===== config.mk =====
export PLATFORM = sky130hd
export DESIGN_NAME = http_response_header_parser_top
export DESIGN_NICKNAME = d
export VERILOG_FILES = /design/src/hw/rtl/hrp_pkg.sv /design/src/hw/rtl/hrp_core.sv /design/src/hw/rtl/hrp_outreg.sv /design/src/hw/rtl/http_response_header_parser_top.sv
export SDC_FILE = /design/constraint.sdc
export NUM_CORES = 1
export LEC_CHECK = 0
export BUFFER_PORTS_ARGS = -buffer_cell sky130_fd_sc_hd__buf_2
export CORE_MARGIN = 1.5
export CORE_UTILIZATION = 40
export CTS_BUF_LIST = sky130_fd_sc_hd__clkbuf_16
export DETAILED_ROUTE_END_ITERATION = 12
export SLEW_MARGIN = 20
export SYNTH_ARGS = -nofsm -noshare
export SYNTH_HDL_FRONTEND = slang
export SYNTH_SLANG_ARGS = --single-unit

===== constraint.sdc =====
create_clock -name i_clk -period 6 [get_ports i_clk]
set_clock_uncertainty 0.2 [all_clocks]
set_input_delay 0 -clock i_clk [delete_from_list [all_inputs] [get_ports i_clk]]
set_output_delay 0 -clock i_clk [all_outputs]
set_load 0.03 [all_outputs]

===== src/hw/rtl/hrp_pkg.sv =====
// Shared constants, types and lookup tables of the HTTP response header parser.
package hrp_pkg;

    localparam int MAX_PACKET_BYTES = 4096;
    localparam int POS_W = $clog2(MAX_PACKET_BYTES + 1);
    localparam int OFF_W = 13;
    localparam int EXT_W = (POS_W > OFF_W) ? POS_W : OFF_W;

    localparam logic [4:0] NAME_LEN = 5'd14;
    localparam logic [4:0] VALUE_OFFSET = 5'd16;
    localparam logic [4:0] MATCH_IDLE = 5'd31;

    localparam logic [7:0] CHAR_CR = 8'h0D;
    localparam logic [7:0] CHAR_LF = 8'h0A;
    localparam logic [7:0] CHAR_0 = 8'h30;
    localparam logic [7:0] CHAR_1 = 8'h31;
    localparam logic [7:0] CHAR_9 = 8'h39;
    localparam logic [23:0] HEADER_END_PREFIX = 24'h0D0A0D;

    localparam logic [7:0] SIG_TEXT [8] = '{
        8'h48, 8'h54, 8'h54, 8'h50, 8'h2F, 8'h31, 8'h2E, 8'h30
    };

    localparam logic [7:0] NAME_TEXT [16] = '{
        8'h43, 8'h6F, 8'h6E, 8'h74, 8'h65, 8'h6E, 8'h74, 8'h2D,
        8'h4C, 8'h65, 8'h6E, 8'h67, 8'h74, 8'h68, 8'h00, 8'h00
    };

    typedef enum logic [1:0] {
        KIND_NOT_HTTP = 2'd0,
        KIND_NO_END   = 2'd1,
        KIND_DONE     = 2'd2
    } t_kind;

    typedef struct packed {
        t_kind            result_kind;
        logic [31:0]      status_word;
        logic [31:0]      content_length;
        logic [OFF_W-1:0] body_offset;
        logic [OFF_W-1:0] body_length;
    } t_result;

endpackage


===== src/hw/rtl/hrp_core.sv =====
// Per-byte parse state and its combinational update, with the result of a packet.
module hrp_core
    import hrp_pkg::*;
(
    input  logic       i_clk,
    input  logic       i_rst_n,
    input  logic       i_accept,
    input  logic [7:0] i_data,
    input  logic       i_last,
    output t_result    o_result,
    output logic       o_result_valid
);

    typedef enum logic [1:0] {
        PH_FIRST  = 2'd0,
        PH_HEADER = 2'd1,
        PH_BODY   = 2'd2
    } t_phase;

    logic [POS_W-1:0] r_pos;
    t_phase           r_phase;
    logic [4:0]       r_idx;
    logic [23:0]      r_prev;
    logic [31:0]      r_status;
    logic [31:0]      r_acc;
    logic             r_digits;
    logic [POS_W-1:0] r_body_start;
    logic             r_sig_ok;
    logic             r_seen;

    logic [POS_W-1:0] n_pos;
    t_phase           n_phase;
    logic [4:0]       n_idx;
    logic [23:0]      n_prev;
    logic [31:0]      n_status;
    logic [31:0]      n_acc;
    logic             n_digits;
    logic [POS_W-1:0] n_body_start;
    logic             n_sig_ok;
    logic             n_seen;

    logic [POS_W:0]   pos_inc;
    logic [POS_W-1:0] pos_clamped;
    logic             is_digit;
    logic [35:0]      acc_mul;
    logic [31:0]      acc_sat;
    logic             crlf;
    logic             sig_match;
    logic             name_pass;
    logic [POS_W-1:0] body_len_full;
    logic [EXT_W-1:0] body_len_ext;
    logic [EXT_W-1:0] body_off_ext;

    always_comb begin
        pos_inc = {1'b0, r_pos} + {{POS_W{1'b0}}, 1'b1};
        if (pos_inc > (POS_W + 1)'(MAX_PACKET_BYTES)) begin
            pos_clamped = POS_W'(MAX_PACKET_BYTES);
        end else begin
            pos_clamped = pos_inc[POS_W-1:0];
        end

        is_digit = (i_data >= CHAR_0) && (i_data <= CHAR_9);
        acc_mul = {1'b0, r_acc, 3'b000} + {3'b000, r_acc, 1'b0}
                + {28'd0, i_data - CHAR_0};
        acc_sat = (acc_mul[35:32] != 4'd0) ? 32'hFFFF_FFFF : acc_mul[31:0];
        crlf = (i_data == CHAR_LF) && (r_prev[7:0] == CHAR_CR);

        n_pos        = pos_clamped;
        n_phase      = r_phase;
        n_idx        = r_idx;
        n_prev       = r_prev;
        n_status     = r_status;
        n_acc        = r_acc;
        n_digits     = r_digits;
        n_body_start = r_body_start;
        n_sig_ok     = r_sig_ok;
        n_seen       = r_seen;
        name_pass    = 1'b1;

        if (r_pos < POS_W'(8)) begin
            if (r_pos[2:0] == 3'd7) begin
                sig_match = (i_data == CHAR_0) || (i_data == CHAR_1);
            end else begin
                sig_match = (i_data == SIG_TEXT[r_pos[2:0]]);
            end
            if (!sig_match) begin
                n_sig_ok = 1'b0;
            end
        end else begin
            sig_match = 1'b1;
            if (r_pos < POS_W'(12)) begin
                n_status[8*r_pos[1:0] +: 8] = r_status[8*r_pos[1:0] +: 8] | i_data;
            end
        end

        if (r_phase != PH_BODY) begin
            if (crlf && (r_phase == PH_HEADER) && (r_prev == HEADER_END_PREFIX)) begin
                n_phase      = PH_BODY;
                n_body_start = pos_clamped;
                n_digits     = 1'b0;
                n_idx        = MATCH_IDLE;
            end else if (crlf) begin
                n_phase  = PH_HEADER;
                n_idx    = 5'd0;
                n_digits = 1'b0;
            end else if (r_phase == PH_HEADER) begin
                if (r_digits) begin
                    if (is_digit) begin
                        n_acc     = acc_sat;
                        name_pass = 1'b0;
                    end else begin
                        n_digits = 1'b0;
                    end
                end
                if (name_pass) begin
                    if (r_idx < NAME_LEN) begin
                        if (i_data == NAME_TEXT[r_idx[3:0]]) begin
                            n_idx = r_idx + 5'd1;
                            if (n_idx == NAME_LEN) begin
                                n_seen = 1'b1;
                                n_acc  = 32'd0;
                            end
                        end else begin
                            n_idx = MATCH_IDLE;
                        end
                    end else if (r_idx < VALUE_OFFSET) begin
                        n_idx = r_idx + 5'd1;
                        if (n_idx == VALUE_OFFSET) begin
                            n_digits = 1'b1;
                            n_idx    = MATCH_IDLE;
                        end
                    end
                end
            end
            n_prev = {r_prev[15:0], i_data};
        end

        body_len_full = n_pos - n_body_start;
        body_len_ext  = EXT_W'(body_len_full);
        body_off_ext  = EXT_W'(n_body_start);

        o_result_valid = i_accept && i_last;
        if (!n_sig_ok || (n_pos < POS_W'(8))) begin
            o_result.result_kind    = KIND_NOT_HTTP;
            o_result.status_word    = 32'd0;
            o_result.content_length = 32'd0;
            o_result.body_offset    = '0;
            o_result.body_length    = '0;
        end else begin
            o_result.status_word = n_status;
            if (!n_seen) begin
                o_result.content_length = 32'd0;
            end else if (n_acc == 32'd0) begin
                o_result.content_length = 32'hFFFF_FFFF;
            end else begin
                o_result.content_length = n_acc;
            end
            if (n_phase == PH_BODY) begin
                o_result.result_kind = KIND_DONE;
                o_result.body_offset = body_off_ext[OFF_W-1:0];
                o_result.body_length = body_len_ext[OFF_W-1:0];
            end else begin
                o_result.result_kind = KIND_NO_END;
                o_result.body_offset = '0;
                o_result.body_length = '0;
            end
        end
    end

    always_ff @(posedge i_clk) begin
        if (!i_rst_n || (i_accept && i_last)) begin
            r_pos        <= '0;
            r_phase      <= PH_FIRST;
            r_idx        <= MATCH_IDLE;
            r_prev       <= 24'd0;
            r_status     <= 32'd0;
            r_acc        <= 32'd0;
            r_digits     <= 1'b0;
            r_body_start <= '0;
            r_sig_ok     <= 1'b1;
            r_seen       <= 1'b0;
        end else if (i_accept) begin
            r_pos        <= n_pos;
            r_phase      <= n_phase;
            r_idx        <= n_idx;
            r_prev       <= n_prev;
            r_status     <= n_status;
            r_acc        <= n_acc;
            r_digits     <= n_digits;
            r_body_start <= n_body_start;
            r_sig_ok     <= n_sig_ok;
            r_seen       <= n_seen;
        end
    end

`ifndef ASSERT_OFF
    a_restart_after_last: assert property (@(posedge i_clk) disable iff (!i_rst_n)
        (i_accept && i_last) |=> (r_pos == '0) && (r_phase == PH_FIRST))
        else $error("parse state not restarted after the last byte");

    a_digits_in_header: assert property (@(posedge i_clk) disable iff (!i_rst_n)
        r_digits |-> (r_phase == PH_HEADER))
        else $error("value digits active outside the header lines");

    a_body_start_set: assert property (@(posedge i_clk) disable iff (!i_rst_n)
        (r_phase == PH_BODY) |-> (r_body_start != '0) && (r_body_start <= r_pos))
        else $error("body start inconsistent with byte position");
`endif

endmodule


===== src/hw/rtl/hrp_outreg.sv =====
// Output register that holds one result item and decouples the two stream sides.
module hrp_outreg
    import hrp_pkg::*;
(
    input  logic    i_clk,
    input  logic    i_rst_n,
    input  t_result i_result,
    input  logic    i_result_valid,
    input  logic    i_out_ready,
    output t_result o_result,
    output logic    o_out_valid,
    output logic    o_in_ready
);

    logic    r_valid;
    t_result r_result;

    assign o_in_ready  = !r_valid || i_out_ready;
    assign o_out_valid = r_valid;
    assign o_result    = r_result;

    always_ff @(posedge i_clk) begin
        if (!i_rst_n) begin
            r_valid <= 1'b0;
        end else if (i_result_valid) begin
            r_valid <= 1'b1;
        end else if (i_out_ready) begin
            r_valid <= 1'b0;
        end
    end

    always_ff @(posedge i_clk) begin
        if (i_result_valid) begin
            r_result <= i_result;
        end
    end

endmodule


===== src/hw/rtl/http_response_header_parser_top.sv =====
// The result item is registered and appears in the cycle after the last byte of a packet is accepted.
// Throughput: one byte per cycle while s_axis_tready is high; it drops while a result item waits unread.
// A packet yields one result item; the output register frees input ready while it drains.
// Reset is synchronous and active low; it clears the parse state and the output valid.
// After each last byte the parse state returns to its reset values for the next packet.
module http_response_header_parser_top
    import hrp_pkg::*;
(
    input  logic        i_clk,
    input  logic        i_rst_n,
    input  logic        s_axis_tvalid,
    output logic        s_axis_tready,
    input  logic [7:0]  s_axis_tdata,   // data_byte[7:0]
    input  logic        s_axis_tlast,
    output logic        m_axis_tvalid,
    input  logic        m_axis_tready,
    output logic [95:0] m_axis_tdata,   // status_word[31:0], content_length[63:32],
                                        // body_offset[76:64], body_length[89:77], zeros
    output logic [1:0]  m_axis_tuser    // result_kind[1:0]
);

    logic    in_accept;
    t_result core_result;
    logic    core_valid;
    t_result out_result;

    assign in_accept = s_axis_tvalid && s_axis_tready;

    hrp_core u_core (
        .i_clk          (i_clk),
        .i_rst_n        (i_rst_n),
        .i_accept       (in_accept),
        .i_data         (s_axis_tdata),
        .i_last         (s_axis_tlast),
        .o_result       (core_result),
        .o_result_valid (core_valid)
    );

    hrp_outreg u_outreg (
        .i_clk          (i_clk),
        .i_rst_n        (i_rst_n),
        .i_result       (core_result),
        .i_result_valid (core_valid),
        .i_out_ready    (m_axis_tready),
        .o_result       (out_result),
        .o_out_valid    (m_axis_tvalid),
        .o_in_ready     (s_axis_tready)
    );

    assign m_axis_tdata = {6'd0, out_result.body_length, out_result.body_offset,
                           out_result.content_length, out_result.status_word};
    assign m_axis_tuser = out_result.result_kind;

endmodule

==> out/metrics.cfg <==
[clock_tree]
cts_tree = built
clkLatencyLatePin_ps = 530
cts.clk_slew.worst_paths_ps = 60
postCtsSetupRepairBufs = 0
numClockSinks = 217
root_buffer = clkbuf_16
cts_made_buffers = 24
cts_resized = 0
cts.path.max_buffers = 3
htree_levels = 1

[timing]
rsz0062_at_grt = false
relSlewSlack_pct = 40.0
tightestPinTransition_ps = 899
hold_viol = 0
max_freq_mhz = 186
setup_viol = 0
period_minus_slack_ps = 5380
period_share_pct = 89.7
fin_setup_tns_ps = 0
report.final.slew_viol_count = 0

[synth]
yosys.area.top_type_share_pct = 20.0
synth_commonest_cells = nand2_1 (183), nor2_1 (182), a21oi_1 (148)
syn_area_um2 = 13800
async_flop_share_pct = 0
yosysWarnings = 0
synth-seq-cells = 217
synth_area_per_cell_um2 = 8.67
ys_seq_area_share_pct = 38.2
synth_edf_count = 92
synth_area_leaders = edfxtp_1 (20%), dfxtp_1 (18%), ha_1 (7.7%)
synthCells = 1591
yosys.area.top_type = edfxtp_1
synthFlopType = dfxtp_1
post-synth-top-count-cell = nand2_1
synth_cell_types = 89

[die]
fp.dieW_um = 189
fp.dieH_um = 189
rows = 67
io_pins = 113
die-area_um2 = 35600
initial_utilization_pct = 40.9
core_um2 = 33700

[setup_path]
r2r_setup_slack_ps = 620
slowest_stage = dfxtp_1
crit_buf_inv = 2
critPathTopFamily = compound AO/OA/AOI/OAI gates
worst-path-max-fanout = 13
crit_path_end_kind = flip-flop
arrival_ps = 5430
r2r-start = u_core.r_pos[2]
worstSetupPathType = reg -> reg
r2r_cells = 21
crit_chain = and4_1 > nand4_1 > inv_1 > and3_1 > nand3_1 > nand3b_1 > o21a_1 > nor2_1 > mux2i_1 > inv_1 > fa_1 > nor2b_1 > o21ai_0 > a21boi_0 > o21ai_0 > a21boi_0 > o21ai_0 > a21oi_1 > o41ai_1 > xnor2_1 > nor2_1
start_kind = flip-flop
r2r_end = u_outreg.o_result[12]
path_common_cell = o21ai_0
slowest_delay_ps = 590
critical_path_required_ps = 6040

[drt]
wl_per_cell_um = 19.0
vias = 12153
final_antenna_net_count = 0
wirelength_um = 40100
drt_iter0_drc = 1200
drc = 0
vias_per_cell = 5.75
first_pass_iters = 5

[hold_path]
min_delay_path_depth = 5
hp-class = in -> reg
whs_endpoint = u_core.r_digits
hold_start = m_axis_tready

[global_routing]
grt_max_degree = 70
grt_pass1_wl_um = 63100
antenna_found_initial = 0
globalRouteTotalUtil_pct = 22.1
grt_pass1_vias = 11141
overflow = 0

[layout]
final_nets = 1754
layout-drive-gt1-share_pct = 14.3
diodes = 0
syn2layout_area_growth_pct = 12.2
final_util_pct = 45.9

[place]
place_congestion = 0.978
dp_hpwl_um = 29500
io_buffers = 106

[run_status]
status = finished, final reports clean

[run]
max-cap-violations = 0

[power]
cellLeakagePower_nw = 6.06
ir_drop_mv = 0.180
powerDensity_nw_per_um2 = 225

==> worst max path at each step <==
stage                         start                    end  slack (ps)  cells past startpoint
finish              u_core.r_pos[2]  u_outreg.o_result[12]         620                     21
floorplan           u_core.r_pos[1]  u_outreg.o_result[12]        1460                     22
global route        u_core.r_pos[2]  u_outreg.o_result[12]          30                     21
CTS                 u_core.r_pos[2]  u_outreg.o_result[12]         590                     21
detailed placement  u_core.r_pos[2]  u_outreg.o_result[12]         670                     21
global placement    u_core.r_pos[2]  u_outreg.o_result[12]         760                     21
==> registers in the layout, summed over array words and instances, names as in the netlist <==
register,cells
u_core.r_seen,1
u_outreg.o_result,92
u_core.r_prev,24
u_core.r_idx,5
u_core.r_pos,13
u_core.r_acc,32
u_outreg.o_out_valid,1
u_core.r_phase,2
u_core.r_sig_ok,1
u_core.r_body_start,13
u_core.r_status,32
u_core.r_digits,1
==> metal layers <==
layer / global-route usage [%] / up-vias / part of all wire (%)
li1: - / 5853 / -
met4: 6.41 / 0 / 2.7
met3: 2.96 / 74 / 7.6
met1: 33.2 / 5770 / 47
met5: 0 / - / 0
met2: 32.8 / 456 / 42
==> final cells by class <==
type	count	area (um2)
inverter	49	185
sequential	217	5270
fill	3307	18200
multi-input combinational	1219	7910
timing repair buffer	138	817
clock buffer	26	651
tap	448	561
clock inverter	17	82.6
==> kinds of logic (layout without fill, tap and decap cells) <==
group / count (synthesis) / count (layout) / synth area share [%]
simple gates: 592 / 592 / 20.4
compound gates: 436 / 436 / 20.7
flops: 217 / 217 / 38.2
buf+inv: 160 / 230 / 4.87
fa+ha+maj: 92 / 92 / 8.73
xor+xnor: 47 / 47 / 2.98
mux: 46 / 46 / 4.08
other cells: 1 / 6 / 0.0272
==> report_power, final <==
part	switching [W]	internal (W)	total, W	leakage (nW)
Combinational	0.000328	0.000152	0.000480	3.80
Sequential	0.0000299	0.00158	0.00161	1.88
Clock	0.000618	0.000777	0.00140	0.379
Total	0.000976	0.00251	0.00348	6.06
==> placed cells by master (no fill, tap or decap), types with 34 or more instances in the layout <==
| master | instances |
|---|---|
| nand2_1 | 182 |
| nand3_1 | 35 |
| buf_2 | 106 |
| ha_1 | 85 |
| dfxtp_1 | 125 |
| inv_1 | 52 |
| mux2i_1 | 36 |
| nor2_1 | 180 |
| edfxtp_1 | 92 |
| a22oi_1 | 39 |
| a21oi_1 | 148 |
| a211oi_1 | 34 |
| o21ai_0 | 62 |
==> per-stage QoR <==
stage                     instance area (um2)  total power, W  hold slack (ps)  setup WS [ps]  instances
final                                   15500         0.00348             94.1            616       2114
after global routing                    15500         0.00361              119           31.0       2114
after CTS                               15500         0.00350             63.1            586       2114
after detailed placement                14600         0.00210              112            668       2059
after global placement                  14600         0.00210              107            756       2058
after floorplan                         13800         0.00197            -64.0           1460       1596
==> worst min-delay path, stage by stage <==
cell and delay [ps]:
buf_2 70, nand2b_1 140, and2_2 350, a32oi_1 140
nor2_1 70
==> repair_timing <==
item	CTS	global route
endpoints found under the hold margin	48	0
hold buffers	12	0
endpoints found under the setup margin	0	0
Power figures use the tool's default switching activity.
